`src/hw/rtl/dfurq_pkg.sv`:
```
// ----------------------------------------------------------------------------
// DFU request engine package
// Types, protocol codes and helpers shared by the DFU request engine files.
// ----------------------------------------------------------------------------
package dfurq_pkg;

    localparam int unsigned MAX_TRANSFER = 1024;
    localparam logic [15:0] MAX_XFER_LEN = 16'(MAX_TRANSFER);

    localparam logic [31:0] ADDR_RESET_DEFAULT = 32'h0800_0000;

    localparam logic [7:0] TYPE_OUT = 8'h21;
    localparam logic [7:0] TYPE_IN  = 8'hA1;

    localparam logic [7:0] CMD_SET_ADDRESS = 8'h21;
    localparam logic [7:0] CMD_ERASE_PAGE  = 8'h41;

    localparam logic [15:0] STATUS_SIZE = 16'd6;
    localparam logic [15:0] CMD_LIST_LEN = 16'd3;
    localparam logic [15:0] CMD_BLOCK_LEN = 16'd5;

    localparam logic [7:0] REQ_DETACH    = 8'd0;
    localparam logic [7:0] REQ_DNLOAD    = 8'd1;
    localparam logic [7:0] REQ_UPLOAD    = 8'd2;
    localparam logic [7:0] REQ_GETSTATUS = 8'd3;
    localparam logic [7:0] REQ_CLRSTATUS = 8'd4;
    localparam logic [7:0] REQ_GETSTATE  = 8'd5;
    localparam logic [7:0] REQ_ABORT     = 8'd6;

    localparam logic [1:0] FLASH_OK       = 2'd0;
    localparam logic [1:0] FLASH_BAD_ADDR = 2'd1;
    localparam logic [1:0] FLASH_NOT_ERASED = 2'd2;
    localparam logic [1:0] FLASH_VERIFY   = 2'd3;

    typedef enum logic [2:0] {
        KIND_VALIDATE = 3'd0,
        KIND_CHECK    = 3'd1,
        KIND_EXECUTE  = 3'd2,
        KIND_BLK_DONE = 3'd3,
        KIND_RESET    = 3'd4
    } t_kind;

    typedef enum logic [3:0] {
        ST_IDLE     = 4'd2,
        ST_DN_SYNC  = 4'd3,
        ST_DN_BUSY  = 4'd4,
        ST_DN_IDLE  = 4'd5,
        ST_MAN_SYNC = 4'd6,
        ST_MAN      = 4'd7,
        ST_MAN_WAIT = 4'd8,
        ST_UP_IDLE  = 4'd9,
        ST_ERROR    = 4'd10
    } t_proto_state;

    typedef enum logic [2:0] {
        SS_OK     = 3'd0,
        SS_TARGET = 3'd1,
        SS_ERASED = 3'd2,
        SS_VERIFY = 3'd3,
        SS_STALL  = 3'd4
    } t_proto_status;

    typedef struct packed {
        logic [2:0]  kind;
        logic [7:0]  request_type;
        logic [7:0]  request_code;
        logic [15:0] value;
        logic [15:0] index;
        logic [15:0] length;
        logic [7:0]  command_byte;
        logic [31:0] command_address;
        logic [1:0]  flash_outcome;
        logic [23:0] busy_poll_time;
    } t_in_word;

    typedef struct packed {
        logic        stall_res;
        logic [3:0]  dfu_state_out;
        logic [2:0]  dfu_status_out;
        logic [15:0] reply_length;
        logic        reply_is_command_list;
        logic [23:0] poll_timeout;
        logic [31:0] target_address;
    } t_out_word;

    typedef struct packed {
        t_proto_state  state;
        t_proto_status status;
        logic [15:0]   blk_num;
        logic [15:0]   blk_len;
        logic [7:0]    cmd;
        logic [31:0]   addr_ptr;
    } t_ctx;

    // Flash address of a numbered block; blocks zero and one are reserved, so
    // block two sits at the pointer. The sum wraps at 32 bits.
    function automatic logic [31:0] block_address(input logic [31:0] ptr,
                                                  input logic [15:0] blk);
        logic [31:0] offs;
        offs = (32'(blk) - 32'd2) * 32'(MAX_TRANSFER);
        return ptr + offs;
    endfunction

endpackage

```
`src/hw/rtl/dfurq_if.sv`:
```
// ----------------------------------------------------------------------------
// DFU request engine channels
// Valid/ready interfaces for request words in and reply words out.
// ----------------------------------------------------------------------------
interface dfurq_in_if;
    logic        valid;
    logic        ready;
    logic [2:0]  kind;
    logic [7:0]  request_type;
    logic [7:0]  request_code;
    logic [15:0] value;
    logic [15:0] index;
    logic [15:0] length;
    logic [7:0]  command_byte;
    logic [31:0] command_address;
    logic [1:0]  flash_outcome;
    logic [23:0] busy_poll_time;

    modport source (
        output valid, kind, request_type, request_code, value, index, length,
               command_byte, command_address, flash_outcome, busy_poll_time,
        input  ready
    );
    modport sink (
        input  valid, kind, request_type, request_code, value, index, length,
               command_byte, command_address, flash_outcome, busy_poll_time,
        output ready
    );
    modport monitor (
        input valid, ready, kind, request_type, request_code, value, index, length,
              command_byte, command_address, flash_outcome, busy_poll_time
    );
endinterface

interface dfurq_out_if;
    logic        valid;
    logic        ready;
    logic        stall_res;
    logic [3:0]  dfu_state_out;
    logic [2:0]  dfu_status_out;
    logic [15:0] reply_length;
    logic        reply_is_command_list;
    logic [23:0] poll_timeout;
    logic [31:0] target_address;

    modport source (
        output valid, stall_res, dfu_state_out, dfu_status_out, reply_length,
               reply_is_command_list, poll_timeout, target_address,
        input  ready
    );
    modport sink (
        input  valid, stall_res, dfu_state_out, dfu_status_out, reply_length,
               reply_is_command_list, poll_timeout, target_address,
        output ready
    );
    modport monitor (
        input valid, ready, stall_res, dfu_state_out, dfu_status_out, reply_length,
              reply_is_command_list, poll_timeout, target_address
    );
endinterface

```
`src/hw/rtl/dfurq_step.sv`:
```
// ----------------------------------------------------------------------------
// DFU request engine step logic
// Next protocol context and reply word for one request word.
// ----------------------------------------------------------------------------
module dfurq_step (
    input  dfurq_pkg::t_ctx      i_ctx,
    input  dfurq_pkg::t_in_word  i_word,
    input  logic [31:0]          i_addr_reset,
    output dfurq_pkg::t_ctx      o_ctx,
    output dfurq_pkg::t_out_word o_res
);

    function automatic logic request_invalid(input dfurq_pkg::t_proto_state s,
                                             input dfurq_pkg::t_in_word w);
        logic busy;
        logic bad;
        busy = (s == dfurq_pkg::ST_DN_BUSY) || (s == dfurq_pkg::ST_MAN) ||
               (s == dfurq_pkg::ST_MAN_WAIT);
        case (w.request_code)
            dfurq_pkg::REQ_DNLOAD: begin
                bad = (w.request_type != dfurq_pkg::TYPE_OUT) || (w.value == 16'd1) ||
                      (w.index != 16'd0) || (w.length > dfurq_pkg::MAX_XFER_LEN) ||
                      !(s inside {dfurq_pkg::ST_IDLE, dfurq_pkg::ST_DN_IDLE});
            end
            dfurq_pkg::REQ_UPLOAD: begin
                bad = (w.request_type != dfurq_pkg::TYPE_IN) || (w.value == 16'd1) ||
                      (w.index != 16'd0) || (w.length > dfurq_pkg::MAX_XFER_LEN) ||
                      !(s inside {dfurq_pkg::ST_IDLE, dfurq_pkg::ST_UP_IDLE});
            end
            dfurq_pkg::REQ_GETSTATUS: begin
                bad = (w.request_type != dfurq_pkg::TYPE_IN) || (w.index != 16'd0) ||
                      (w.value != 16'd0) || (w.length != dfurq_pkg::STATUS_SIZE) || busy;
            end
            dfurq_pkg::REQ_CLRSTATUS: begin
                bad = (w.request_type != dfurq_pkg::TYPE_OUT) || (w.index != 16'd0) ||
                      (w.value != 16'd0) || (w.length != 16'd0) ||
                      (s != dfurq_pkg::ST_ERROR);
            end
            dfurq_pkg::REQ_GETSTATE: begin
                bad = (w.request_type != dfurq_pkg::TYPE_IN) || (w.index != 16'd0) ||
                      (w.value != 16'd0) || (w.length != 16'd1) || busy;
            end
            dfurq_pkg::REQ_ABORT: begin
                bad = (w.request_type != dfurq_pkg::TYPE_OUT) || (w.index != 16'd0) ||
                      (w.value != 16'd0) || (w.length != 16'd0) ||
                      !(s inside {dfurq_pkg::ST_IDLE, dfurq_pkg::ST_DN_SYNC,
                                  dfurq_pkg::ST_DN_IDLE, dfurq_pkg::ST_MAN_SYNC,
                                  dfurq_pkg::ST_UP_IDLE});
            end
            default: begin
                bad = 1'b1;
            end
        endcase
        return bad;
    endfunction

    logic        w_req_bad;
    logic        w_not_dnload;
    logic        w_cmd_bad;
    logic [31:0] w_up_addr;
    logic [31:0] w_pend_addr;

    assign w_req_bad    = request_invalid(i_ctx.state, i_word);
    assign w_not_dnload = (i_word.request_code != dfurq_pkg::REQ_DNLOAD);
    // Block zero carries a DfuSe command: only the two known commands with a
    // five-byte payload are taken.
    assign w_cmd_bad    = (i_word.value == 16'd0) && (i_word.length != 16'd0) &&
                          (!(i_word.command_byte inside {dfurq_pkg::CMD_SET_ADDRESS,
                                                         dfurq_pkg::CMD_ERASE_PAGE}) ||
                           (i_word.length != dfurq_pkg::CMD_BLOCK_LEN));
    assign w_up_addr    = dfurq_pkg::block_address(i_ctx.addr_ptr, i_word.value);
    assign w_pend_addr  = dfurq_pkg::block_address(i_ctx.addr_ptr, i_ctx.blk_num);

    // Next context.
    always_comb begin
        o_ctx = i_ctx;
        case (i_word.kind)
            dfurq_pkg::KIND_VALIDATE: begin
                if (w_req_bad) begin
                    o_ctx.status = dfurq_pkg::SS_STALL;
                    o_ctx.state  = dfurq_pkg::ST_ERROR;
                end
            end
            dfurq_pkg::KIND_CHECK: begin
                if (!w_not_dnload && w_cmd_bad) begin
                    o_ctx.status = dfurq_pkg::SS_STALL;
                    o_ctx.state  = dfurq_pkg::ST_ERROR;
                end
            end
            dfurq_pkg::KIND_EXECUTE: begin
                case (i_word.request_code)
                    dfurq_pkg::REQ_DNLOAD: begin
                        o_ctx.blk_num = i_word.value;
                        o_ctx.blk_len = i_word.length;
                        o_ctx.cmd     = i_word.command_byte;
                        if (i_ctx.state inside {dfurq_pkg::ST_IDLE, dfurq_pkg::ST_DN_IDLE}) begin
                            o_ctx.state = (i_word.length != 16'd0) ? dfurq_pkg::ST_DN_SYNC
                                                                   : dfurq_pkg::ST_MAN_SYNC;
                        end
                    end
                    dfurq_pkg::REQ_UPLOAD: begin
                        o_ctx.state = (i_word.length < dfurq_pkg::MAX_XFER_LEN)
                                      ? dfurq_pkg::ST_IDLE : dfurq_pkg::ST_UP_IDLE;
                    end
                    dfurq_pkg::REQ_GETSTATUS: begin
                        if (i_ctx.state == dfurq_pkg::ST_DN_SYNC) begin
                            o_ctx.state = dfurq_pkg::ST_DN_BUSY;
                        end else if (i_ctx.state == dfurq_pkg::ST_MAN_SYNC) begin
                            o_ctx.state = dfurq_pkg::ST_MAN;
                        end
                    end
                    dfurq_pkg::REQ_CLRSTATUS: begin
                        o_ctx.status = dfurq_pkg::SS_OK;
                        o_ctx.state  = dfurq_pkg::ST_IDLE;
                    end
                    dfurq_pkg::REQ_ABORT: begin
                        o_ctx.state = dfurq_pkg::ST_IDLE;
                    end
                    default: begin
                    end
                endcase
            end
            dfurq_pkg::KIND_BLK_DONE: begin
                if (i_ctx.state == dfurq_pkg::ST_DN_BUSY) begin
                    if (i_ctx.blk_num == 16'd0) begin
                        // Only an address fault counts for a command block.
                        if (i_word.flash_outcome == dfurq_pkg::FLASH_BAD_ADDR) begin
                            o_ctx.status = dfurq_pkg::SS_TARGET;
                            o_ctx.state  = dfurq_pkg::ST_ERROR;
                        end else begin
                            if (i_ctx.cmd == dfurq_pkg::CMD_SET_ADDRESS) begin
                                o_ctx.addr_ptr = i_word.command_address;
                            end
                            o_ctx.state = dfurq_pkg::ST_DN_IDLE;
                        end
                    end else begin
                        case (i_word.flash_outcome)
                            dfurq_pkg::FLASH_BAD_ADDR: begin
                                o_ctx.status = dfurq_pkg::SS_TARGET;
                                o_ctx.state  = dfurq_pkg::ST_ERROR;
                            end
                            dfurq_pkg::FLASH_NOT_ERASED: begin
                                o_ctx.status = dfurq_pkg::SS_ERASED;
                                o_ctx.state  = dfurq_pkg::ST_ERROR;
                            end
                            dfurq_pkg::FLASH_VERIFY: begin
                                o_ctx.status = dfurq_pkg::SS_VERIFY;
                                o_ctx.state  = dfurq_pkg::ST_ERROR;
                            end
                            default: begin
                                o_ctx.state = dfurq_pkg::ST_DN_IDLE;
                            end
                        endcase
                    end
                end
            end
            dfurq_pkg::KIND_RESET: begin
                o_ctx.status   = dfurq_pkg::SS_OK;
                o_ctx.state    = dfurq_pkg::ST_IDLE;
                o_ctx.addr_ptr = i_addr_reset;
            end
            default: begin
            end
        endcase
    end

    // Reply word.
    always_comb begin
        logic        stall;
        logic [15:0] rlen;
        logic        clist;
        logic [23:0] poll;
        logic [31:0] taddr;
        stall = 1'b0;
        rlen  = 16'd0;
        clist = 1'b0;
        poll  = 24'd0;
        taddr = 32'd0;
        case (i_word.kind)
            dfurq_pkg::KIND_VALIDATE: begin
                stall = w_req_bad;
            end
            dfurq_pkg::KIND_CHECK: begin
                stall = w_not_dnload || w_cmd_bad;
            end
            dfurq_pkg::KIND_EXECUTE: begin
                case (i_word.request_code)
                    dfurq_pkg::REQ_DNLOAD, dfurq_pkg::REQ_CLRSTATUS,
                    dfurq_pkg::REQ_ABORT: begin
                    end
                    dfurq_pkg::REQ_UPLOAD: begin
                        if (i_word.value == 16'd0) begin
                            rlen  = (i_word.length < dfurq_pkg::CMD_LIST_LEN)
                                    ? i_word.length : dfurq_pkg::CMD_LIST_LEN;
                            clist = 1'b1;
                        end else begin
                            rlen  = i_word.length;
                            taddr = w_up_addr;
                        end
                    end
                    dfurq_pkg::REQ_GETSTATUS: begin
                        rlen = dfurq_pkg::STATUS_SIZE;
                        if (i_ctx.state inside {dfurq_pkg::ST_DN_SYNC, dfurq_pkg::ST_DN_BUSY}) begin
                            poll = i_word.busy_poll_time;
                        end
                    end
                    dfurq_pkg::REQ_GETSTATE: begin
                        rlen = 16'd1;
                    end
                    default: begin
                        stall = 1'b1;
                    end
                endcase
            end
            dfurq_pkg::KIND_BLK_DONE: begin
                if (i_ctx.state == dfurq_pkg::ST_DN_BUSY) begin
                    taddr = (i_ctx.blk_num == 16'd0) ? i_word.command_address : w_pend_addr;
                end
            end
            default: begin
            end
        endcase
        o_res.stall_res             = stall;
        o_res.dfu_state_out         = o_ctx.state;
        o_res.dfu_status_out        = o_ctx.status;
        o_res.reply_length          = stall ? 16'd0 : rlen;
        o_res.reply_is_command_list = stall ? 1'b0 : clist;
        o_res.poll_timeout          = poll;
        o_res.target_address        = taddr;
    end

endmodule

```
`src/hw/rtl/dfu_request_state_machine_top.sv`:
```
// ----------------------------------------------------------------------------
// DFU request engine top level
// Order: a reply word enters the reply register as its request word leaves
// the input register, and it leaves the reply register when the sink takes it.
// Throughput: one request word per cycle; the input register, the step logic
// and the reply register form a two-stage pipeline with backpressure.
// Reset: synchronous, active low; state returns to dfuIDLE, status ok, and
// the address pointer and its restore value to 0x08000000.
// ----------------------------------------------------------------------------
module dfu_request_state_machine_top (
    input  logic              i_clk,
    input  logic              i_rst_n,
    input  logic              i_cfg_we,
    input  logic [31:0]       i_cfg_wdata,
    dfurq_in_if.sink          i_in,
    dfurq_out_if.source       o_out
);

    logic                 r_in_vld;
    logic                 n_in_vld;
    dfurq_pkg::t_in_word  r_in;
    logic                 r_out_vld;
    logic                 n_out_vld;
    dfurq_pkg::t_out_word r_out;
    dfurq_pkg::t_out_word n_out;
    dfurq_pkg::t_ctx      r_ctx;
    dfurq_pkg::t_ctx      n_ctx;
    logic [31:0]          r_addr_reset;

    logic w_out_free;
    logic w_move;
    logic w_in_take;

    assign w_out_free = !r_out_vld || o_out.ready;
    assign w_move     = r_in_vld && w_out_free;
    assign i_in.ready = !r_in_vld || w_move;
    assign w_in_take  = i_in.valid && i_in.ready;
    assign n_in_vld   = w_in_take || (r_in_vld && !w_move);
    assign n_out_vld  = w_move || (r_out_vld && !o_out.ready);

    dfurq_step u_step (
        .i_ctx        (r_ctx),
        .i_word       (r_in),
        .i_addr_reset (r_addr_reset),
        .o_ctx        (n_ctx),
        .o_res        (n_out)
    );

    always_ff @(posedge i_clk) begin
        if (!i_rst_n) begin
            r_in_vld       <= 1'b0;
            r_out_vld      <= 1'b0;
            r_addr_reset   <= dfurq_pkg::ADDR_RESET_DEFAULT;
            r_ctx.state    <= dfurq_pkg::ST_IDLE;
            r_ctx.status   <= dfurq_pkg::SS_OK;
            r_ctx.blk_num  <= 16'd0;
            r_ctx.blk_len  <= 16'd0;
            r_ctx.cmd      <= 8'd0;
            r_ctx.addr_ptr <= dfurq_pkg::ADDR_RESET_DEFAULT;
        end else begin
            r_in_vld  <= n_in_vld;
            r_out_vld <= n_out_vld;
            if (i_cfg_we) begin
                r_addr_reset <= i_cfg_wdata;
            end
            // The context advances exactly once per word, as it leaves the
            // input register.
            if (w_move) begin
                r_ctx <= n_ctx;
            end
        end
    end

    always_ff @(posedge i_clk) begin
        if (w_in_take) begin
            r_in.kind            <= i_in.kind;
            r_in.request_type    <= i_in.request_type;
            r_in.request_code    <= i_in.request_code;
            r_in.value           <= i_in.value;
            r_in.index           <= i_in.index;
            r_in.length          <= i_in.length;
            r_in.command_byte    <= i_in.command_byte;
            r_in.command_address <= i_in.command_address;
            r_in.flash_outcome   <= i_in.flash_outcome;
            r_in.busy_poll_time  <= i_in.busy_poll_time;
        end
        if (w_move) begin
            r_out <= n_out;
        end
    end

    assign o_out.valid                 = r_out_vld;
    assign o_out.stall_res             = r_out.stall_res;
    assign o_out.dfu_state_out         = r_out.dfu_state_out;
    assign o_out.dfu_status_out        = r_out.dfu_status_out;
    assign o_out.reply_length          = r_out.reply_length;
    assign o_out.reply_is_command_list = r_out.reply_is_command_list;
    assign o_out.poll_timeout          = r_out.poll_timeout;
    assign o_out.target_address        = r_out.target_address;

endmodule

```
`src/flat_wrapper.sv`:
```
// flat-port wrapper written by rule: the top's interface ports become plain ports
module dfu_request_state_machine_top_flat 
  (i_clk, i_rst_n, i_cfg_we, i_cfg_wdata, i_in_valid, i_in_kind, i_in_request_type, i_in_request_code, i_in_value, i_in_index, i_in_length, i_in_command_byte, i_in_command_address, i_in_flash_outcome, i_in_busy_poll_time, i_in_ready, o_out_valid, o_out_stall_res, o_out_dfu_state_out, o_out_dfu_status_out, o_out_reply_length, o_out_reply_is_command_list, o_out_poll_timeout, o_out_target_address, o_out_ready);
  dfurq_in_if i_in_i ();
  dfurq_out_if o_out_i ();
  input  logic i_clk;
  input  logic i_rst_n;
  input  logic i_cfg_we;
  input  logic [31:0] i_cfg_wdata;
  input wire logic [$bits(i_in_i.valid)-1:0] i_in_valid;
  input wire logic [$bits(i_in_i.kind)-1:0] i_in_kind;
  input wire logic [$bits(i_in_i.request_type)-1:0] i_in_request_type;
  input wire logic [$bits(i_in_i.request_code)-1:0] i_in_request_code;
  input wire logic [$bits(i_in_i.value)-1:0] i_in_value;
  input wire logic [$bits(i_in_i.index)-1:0] i_in_index;
  input wire logic [$bits(i_in_i.length)-1:0] i_in_length;
  input wire logic [$bits(i_in_i.command_byte)-1:0] i_in_command_byte;
  input wire logic [$bits(i_in_i.command_address)-1:0] i_in_command_address;
  input wire logic [$bits(i_in_i.flash_outcome)-1:0] i_in_flash_outcome;
  input wire logic [$bits(i_in_i.busy_poll_time)-1:0] i_in_busy_poll_time;
  output wire logic [$bits(i_in_i.ready)-1:0] i_in_ready;
  output wire logic [$bits(o_out_i.valid)-1:0] o_out_valid;
  output wire logic [$bits(o_out_i.stall_res)-1:0] o_out_stall_res;
  output wire logic [$bits(o_out_i.dfu_state_out)-1:0] o_out_dfu_state_out;
  output wire logic [$bits(o_out_i.dfu_status_out)-1:0] o_out_dfu_status_out;
  output wire logic [$bits(o_out_i.reply_length)-1:0] o_out_reply_length;
  output wire logic [$bits(o_out_i.reply_is_command_list)-1:0] o_out_reply_is_command_list;
  output wire logic [$bits(o_out_i.poll_timeout)-1:0] o_out_poll_timeout;
  output wire logic [$bits(o_out_i.target_address)-1:0] o_out_target_address;
  input wire logic [$bits(o_out_i.ready)-1:0] o_out_ready;
  assign i_in_i.valid = i_in_valid;
  assign i_in_i.kind = i_in_kind;
  assign i_in_i.request_type = i_in_request_type;
  assign i_in_i.request_code = i_in_request_code;
  assign i_in_i.value = i_in_value;
  assign i_in_i.index = i_in_index;
  assign i_in_i.length = i_in_length;
  assign i_in_i.command_byte = i_in_command_byte;
  assign i_in_i.command_address = i_in_command_address;
  assign i_in_i.flash_outcome = i_in_flash_outcome;
  assign i_in_i.busy_poll_time = i_in_busy_poll_time;
  assign i_in_ready = i_in_i.ready;
  assign o_out_valid = o_out_i.valid;
  assign o_out_stall_res = o_out_i.stall_res;
  assign o_out_dfu_state_out = o_out_i.dfu_state_out;
  assign o_out_dfu_status_out = o_out_i.dfu_status_out;
  assign o_out_reply_length = o_out_i.reply_length;
  assign o_out_reply_is_command_list = o_out_i.reply_is_command_list;
  assign o_out_poll_timeout = o_out_i.poll_timeout;
  assign o_out_target_address = o_out_i.target_address;
  assign o_out_i.ready = o_out_ready;
  dfu_request_state_machine_top u_core (.i_clk(i_clk), .i_rst_n(i_rst_n), .i_cfg_we(i_cfg_we), .i_cfg_wdata(i_cfg_wdata), .i_in(i_in_i), .o_out(o_out_i));
endmodule
```
`config.mk`:
```
export PLATFORM = sky130hd
export DESIGN_NAME = dfu_request_state_machine_top_flat
export DESIGN_NICKNAME = d
export VERILOG_FILES = /design/src/hw/rtl/dfurq_pkg.sv /design/src/hw/rtl/dfurq_if.sv /design/src/hw/rtl/dfurq_step.sv /design/src/hw/rtl/dfu_request_state_machine_top.sv /design/src/flat_wrapper.sv
export SDC_FILE = /design/constraint.sdc
export NUM_CORES = 1
export LEC_CHECK = 0
export ABC_CLOCK_PERIOD_IN_PS = 4250
export BUFFER_PORTS_ARGS = -buffer_cell sky130_fd_sc_hd__clkbuf_2
export CAP_MARGIN = 0
export CORE_MARGIN = 1
export CORE_UTILIZATION = 51
export DETAILED_ROUTE_END_ITERATION = 8
export PLACE_DENSITY = 0.77
export SLEW_MARGIN = 20
export SYNTH_ARGS = -nofsm -noshare
export SYNTH_HDL_FRONTEND = slang
export SYNTH_SLANG_ARGS = --single-unit
```
`constraint.sdc`:
```
create_clock -name i_clk -period 4.25 [get_ports i_clk]
set_input_delay 0.425 -clock i_clk [delete_from_list [all_inputs] [get_ports i_clk]]
set_output_delay 0.425 -clock i_clk [all_outputs]
set_load 0.005 [all_outputs]
```
==> flow_metrics.env, run 1 <==
export IMPL_clock_sinks=311
export IMPL_worstHoldStart="i_in_command_address[2]"
export IMPL_synthSimpleGateAreaFrac=0.146
export IMPL_ys_types=78
export IMPL_cts_root_buf="clkbuf_16"
export IMPL_crit_chain="nor4_2 -> buf_4 -> nand2_1 -> or3_1 -> xnor2_1 -> ha_1 -> o21a_1 -> o21ai_0 -> buf_4 -> a31o_2 -> a21oi_1 -> a211o_1 -> a21o_1 -> a21oi_1 -> xor2_1 -> o221ai_1"
export IMPL_cts_tree="done"
export IMPL_synth_area_leaders="edfxtp_1 44%, dfxtp_1 13%, mux2i_1 4.7%"
export IMPL_skew_ns=0.0119
export IMPL_r2r_end="u_core.o_out.target_address[30]$_DFFE_PP_"
export IMPL_placementRows=61
export IMPL_grt_util_all_layers=0.233
export IMPL_vias=10700
export IMPL_routedWlPerCell_um=18.1
export IMPL_critPathMaxStageDelay_ns=0.45
export IMPL_synth_compound_gate_area_share=0.133
export IMPL_path_class="register to register"
export IMPL_worstPathArrival_ns=4.22
export IMPL_synth_mux_area_frac=0.0465
export IMPL_start_util=0.522
export IMPL_cp_required_ns=4.54
export IMPL_nets=1733
export IMPL_grt_pass1_vias=10300
export IMPL_synthXorXnorAreaFrac=0.0401
export IMPL_synth_top_area_cell="edfxtp_1"
export IMPL_fp_dieH_um=171
export IMPL_synth_nets=1480
export IMPL_drcViolationCount=0
export IMPL_worst_slew_pin_slew_ns=1.08
export IMPL_clk_pin_slew_ns=0.07
export IMPL_area_growth_pct=19.5
export IMPL_worst_slew_margin_rel=0.281
export IMPL_grt_max_degree=65
export IMPL_drv_cap=0
export IMPL_rsz0062_at_grt="no"
export IMPL_r2r_cells=16
export IMPL_routed_wl_mm=34.6
export IMPL_leakagePower_uw=0.00726
export IMPL_ys_seq_elements=311
export IMPL_core_mm2=0.0280
export IMPL_cts_hold_buffers=0
export IMPL_end_kind="register"
export IMPL_setup_tns_ns=0
export IMPL_drv_slew=0
export IMPL_portBuffers=252
export IMPL_synth_async_reset_ratio=0
export IMPL_drt_pass1_iterations=6
export IMPL_cts_buffer_depth=3
export IMPL_setup_worst_path_start_class="register"
export IMPL_ys_top_cells_by_count="214 x edfxtp_1, 144 x nand2_1, 97 x dfxtp_1"
export IMPL_crit_path_max_fanout=4
export IMPL_holdPathEnd="u_core.r_in[28]$_DFFE_PP_"
export IMPL_syn_mean_instance_area_um2=11.6
export IMPL_yosysSeqAreaShare=0.572
export IMPL_run_status="finished, final reports clean"
export IMPL_numCtsBuffers=31
export IMPL_dieArea_mm2=0.0294
export IMPL_antenna_diode_count=0
export IMPL_synth_top_family_by_area="simple AND/OR/NAND/NOR gates"
export IMPL_min_period_over_period=0.925
export IMPL_insertion_delay_ns=0.57
export IMPL_yosysMostFrequentCell="edfxtp_1"
export IMPL_overflow=0
export IMPL_dp_hpwl_mm=24.9
export IMPL_final_hold_viol_count=0
export IMPL_synth_warnings=0
export IMPL_syn_instance_count=1261
export IMPL_die_w_um=171
export IMPL_synth_fa_ha_area_frac=0.0429
export IMPL_ios=253
export IMPL_place_gp_congestion=0.917
export IMPL_via_per_inst=5.60
export IMPL_fmax_mhz=254
export IMPL_netlist_area_mm2=0.0146
export IMPL_initialDrtViolationCount=615
export IMPL_final_antenna_net_count=0
export IMPL_peakVddDrop_mv=0.304
export IMPL_post_synth_top_area_fraction=0.439
export IMPL_p_per_area_mw_per_mm2=387
export IMPL_pre_cts_ws_ns=0.109
export IMPL_min_path_cells=1
export IMPL_antenna_found_initial=0
export IMPL_synth_edf_count=214
export IMPL_period_needed_ns=3.93
export IMPL_cpMaxStageDelayCell="edfxtp_1"
export IMPL_grt_pass1_wl_mm=53.4
export IMPL_rr_startpoint="u_core.r_in[102]$_DFFE_PP_"
export IMPL_synthFlopType="edfxtp_1"
export IMPL_final_setup_viol_count=0
export IMPL_cts_htree_levels=1
export IMPL_worst_slack_ns=0.319
export IMPL_hp_class="input port to register"
export IMPL_drive_gt1_frac=0.230
export IMPL_regToRegSetupSlack_ns=0.32
worst max-delay path by stage:
stage                                     startpoint                                         to  slack, ns  cells after the start
after floorplan                          o_out_ready                   u_core.r_in[0]$_DFFE_PP_       0.11                      3
after global placement    u_core.r_in[101]$_DFFE_PP_  u_core.o_out.target_address[31]$_DFFE_PP_       0.26                     16
after detailed placement  u_core.r_in[101]$_DFFE_PP_  u_core.o_out.target_address[31]$_DFFE_PP_       0.11                     16
after CTS                 u_core.r_in[101]$_DFFE_PP_  u_core.o_out.target_address[31]$_DFFE_PP_       0.06                     16
after global routing      u_core.r_in[102]$_DFFE_PP_  u_core.o_out.target_address[31]$_DFFE_PP_       0.02                     16
final                     u_core.r_in[102]$_DFFE_PP_  u_core.o_out.target_address[30]$_DFFE_PP_       0.32                     16
kinds of logic after synthesis:
kind of cell / count (synthesis)
AO/OA/AOI/OAI: 271
AND/OR/NAND/NOR: 420
adder cells (fa/ha/maj): 49
XOR/XNOR: 67
multiplexers: 68
buffers and inverters: 75
flip-flops: 311
sequential cells by signal (all words and copies together) (netlist names), 3 cells and up:
signal	count
u_core.o_out.dfu_state_out	4
u_core.r_addr_reset	32
u_core.o_out.dfu_status_out	3
u_core.r_ctx	63
u_core.o_out.target_address	32
u_core.o_out.poll_timeout	24
u_core.r_in	133
u_core.o_out.reply_length	16
cell usage in the layout (no fill, tap or decap), drive strengths merged, types with 10 or more instances in the layout:
master	instances
nand2	145
xor2	41
clkbuf	301
o211a	31
nand2b	11
a22o	11
o21ai	42
nand3	14
nor4	16
buf	24
or3	10
nor2b	43
nor2	68
a21o	10
a21boi	26
dfxtp	97
edfxtp	214
ha	47
a31oi	11
xnor2	26
mux2i	68
and2	41
a21oi	61
o22ai	11
inv	21
nor3	31
area by class of cell:
cell class,count,area (um^2)
Clock inverter,8,75.1
Timing Repair Buffer,275,1460
Fill cell,2232,10500
Tap cell,378,473
Multi-Input combinational cell,875,6020
Inverter,20,76.3
Sequential cell,311,8370
Clock buffer,50,1010
worst max-delay path, delay by kind of cell (launching register included):
| family | cells | cell delay [ns] |
|---|---|---|
| flip-flops | 1 | 0.45 |
| AND/OR/NAND/NOR | 3 | 0.68 |
| AO/OA/AOI/OAI | 8 | 1.54 |
| adder cells (fa/ha/maj) | 1 | 0.34 |
| XOR/XNOR | 2 | 0.30 |
| buffers and inverters | 2 | 0.36 |
repair_timing:
| item | in CTS | in global routing |
|---|---|---|
| buffers inserted | 0 | 1 |
| setup endpoints to repair | 0 | 3 |
| gates resized for setup | 0 | 5 |
per-stage QoR:
step           hold slack, ns  instance area [um^2]  utilization  cells  total power, uW
2_1_floorplan           0.438                 14600            -   1261             3790
5_1_grt                0.0102                 17500        0.624   1917             6980
3_3_place_gp            0.448                 16400        0.584   1858             3980
3_5_place_dp            0.459                 16400        0.584   1858             3990
6_report               0.0291                 17500        0.624   1917             6770
4_1_cts               0.00845                 17500        0.623   1916             6820
layer usage:
layer / global-route usage / vias up / share of wire
li1: - / 5184 / -
met1: 0.289 / 5107 / 0.41
met2: 0.408 / 349 / 0.49
met3: 0.0343 / 90 / 0.054
met4: 0.0920 / 0 / 0.041
met5: 0 / - / 0
report_power, final:
part / internal [uW] / switching, uW / leakage, uW
logic: 219 / 262 / 0.00386
clock network: 1690 / 1150 / 0.000538
registers: 3380 / 77.1 / 0.00286
total: 5280 / 1490 / 0.00726
No activity file was read; power rests on OpenSTA's default activity.
==> run 2: changes to the inputs <==
--- a/config.mk
+++ b/config.mk
@@ -10,6 +10,7 @@
 export CAP_MARGIN = 0
 export CORE_MARGIN = 1
 export CORE_UTILIZATION = 51
+export CTS_BUF_LIST = sky130_fd_sc_hd__clkbuf_16
 export DETAILED_ROUTE_END_ITERATION = 8
 export PLACE_DENSITY = 0.77
 export SLEW_MARGIN = 20
==> flow_metrics.env, run 2 (synthesized netlist as in run 1, its figures left out) <==
export IMPL_run_status="finished, final reports clean"
export IMPL_end_kind="register"
export IMPL_setup_tns_ns=0
export IMPL_cp_top_family="compound AO/OA/AOI/OAI gates"
export IMPL_grt_pass1_wl_mm=53.4
export IMPL_cts_htree_levels=1
export IMPL_grt_util_all_layers=0.233
export IMPL_portBuffers=252
export IMPL_skew_ns=0.0138
export IMPL_grt_pass1_vias=10300
export IMPL_overflow=0
export IMPL_cpMaxStageDelayCell="edfxtp_1"
export IMPL_clock_sinks=311
export IMPL_crit_path_max_fanout=4
export IMPL_setup_worst_path_start_class="register"
export IMPL_place_gp_congestion=0.917
export IMPL_largest_reg_flops=133
export IMPL_cts_tree="done"
export IMPL_period_needed_ns=3.91
export IMPL_dieArea_mm2=0.0294
export IMPL_final_hold_viol_count=0
export IMPL_antenna_diode_count=0
export IMPL_nets=1733
export IMPL_layout_commonest_cell="clkbuf_2"
export IMPL_routed_wl_mm=34.5
export IMPL_cp_required_ns=4.54
export IMPL_rsz0062_at_grt="no"
export IMPL_total_power_uw=6600
export IMPL_holdWs_ns=0.0284
export IMPL_min_period_over_period=0.919
export IMPL_drive_gt1_frac=0.226
export IMPL_start_util=0.522
export IMPL_cts_buffer_depth=3
export IMPL_peakVddDrop_mv=0.299
export IMPL_placementRows=61
export IMPL_drv_slew=0
export IMPL_leakagePower_uw=0.00725
export IMPL_via_per_inst=5.61
export IMPL_antenna_found_initial=0
export IMPL_dp_hpwl_mm=24.9
export IMPL_drcViolationCount=0
export IMPL_p_per_area_mw_per_mm2=379
export IMPL_fp_dieH_um=171
export IMPL_critPathMaxStageDelay_ns=0.45
export IMPL_cts_root_buf="clkbuf_16"
export IMPL_worstPathArrival_ns=4.20
export IMPL_hp_class="input port to register"
export IMPL_vias=10800
export IMPL_final_antenna_net_count=0
export IMPL_initialDrtViolationCount=592
export IMPL_reg_top3="u_core.r_in x133, u_core.r_ctx x63"
export IMPL_insertion_delay_ns=0.57
export IMPL_drt_pass1_iterations=7
export IMPL_core_mm2=0.0280
export IMPL_routedWlPerCell_um=18.0
export IMPL_numCtsBuffers=31
export IMPL_final_setup_viol_count=0
export IMPL_area_growth_pct=19.0
export IMPL_path_class="register to register"
export IMPL_fmax_mhz=256
export IMPL_top_register="u_core.r_in"
export IMPL_final_cell_mix="251 x clkbuf_2, 214 x edfxtp_1, 144 x nand2_1, 97 x dfxtp_1"
export IMPL_clk_pin_slew_ns=0.06
export IMPL_worst_slew_pin_slew_ns=1.07
export IMPL_grt_max_degree=65
export IMPL_drv_cap=0
export IMPL_die_w_um=171
export IMPL_ios=253
export IMPL_worst_slew_margin_rel=0.285
export IMPL_crit_buf_inv=2
export IMPL_crit_chain="nor4_2 -> buf_4 -> nand2_1 -> or3_1 -> xnor2_1 -> ha_1 -> o21a_1 -> o21ai_0 -> buf_4 -> a31o_2 -> a21oi_1 -> a211o_1 -> a21o_1 -> a21oi_1 -> xor2_1 -> o221ai_1"
run 2: cell types whose count changed in the layout (fill, tap and decap cells not counted), sizes merged:
cell | before | now
clkbuf | 301 | 286
clkinv | 6 | 12
inv | 21 | 30
run 2: worst reg2reg max path, cell delays in order, from the launching register on:
cell and delay (ns):
edfxtp_1 0.45, nor4_2 0.28, buf_4 0.16, nand2_1 0.07
or3_1 0.33, xnor2_1 0.13, ha_1 0.34, o21a_1 0.21
o21ai_0 0.29, buf_4 0.19, a31o_2 0.15, a21oi_1 0.06
a211o_1 0.33, a21o_1 0.19, a21oi_1 0.16, xor2_1 0.16
o221ai_1 0.13
run 2: path summary, 6_finish.rpt:
path | start | to | slack (ns) | cells past startpoint
max | u_core.r_in[102]$_DFFE_PP_ | u_core.o_out.target_address[30]$_DFFE_PP_ | 0.34 | 16
min | i_in_command_address[13] | u_core.r_in[39]$_DFFE_PP_ | 0.03 | 1
min reg2reg | u_core.r_ctx[36]$_SDFFE_PN0P_ | u_core.r_ctx[36]$_SDFFE_PN0P_ | 0.46 | 2
max reg2reg | u_core.r_in[102]$_DFFE_PP_ | u_core.o_out.target_address[30]$_DFFE_PP_ | 0.34 | 16
run 2: layout make-up:
class                   instances  area [um^2]
clock inverters                23          131
inverters                      20         76.3
repair buffers                275         1460
well taps                     378          473
clock buffers                  35          876
flip-flops and latches        311         8370
multi-input cells             875         6020
fillers                      2246        10600
run 2: per-layer routing:
layer	wire [um]	GRT usage
met4	1490	0.0959
met1	14200	0.290
met2	16900	0.405
met5	0	0
met3	1910	0.0345
run 2: timing repair:
item / CTS / global route
gates resized for setup: 0 / 5
buffers inserted: 0 / 1
hold endpoints to repair: 0 / 0
hold buffers: 0 / 0
setup endpoints to repair: 0 / 3
run 2: metrics by stage:
stage	area [um^2]	setup WS, ns	utilization	instances
after floorplan	14600	0.106	-	1261
final	17400	0.345	0.621	1917
after CTS	17400	0.0607	0.620	1916
after detailed placement	16400	0.109	0.584	1858
after global routing	17400	0.0230	0.621	1917
after global placement	16400	0.263	0.584	1858
run 2: power by group:
| group | total, uW | switching, uW | leakage, uW | internal (uW) |
|---|---|---|---|---|
| Clock | 2670 | 1140 | 0.000527 | 1530 |
| Sequential | 3450 | 77.3 | 0.00286 | 3380 |
| Combinational | 480 | 261 | 0.00386 | 219 |
| Total | 6600 | 1480 | 0.00725 | 5120 |
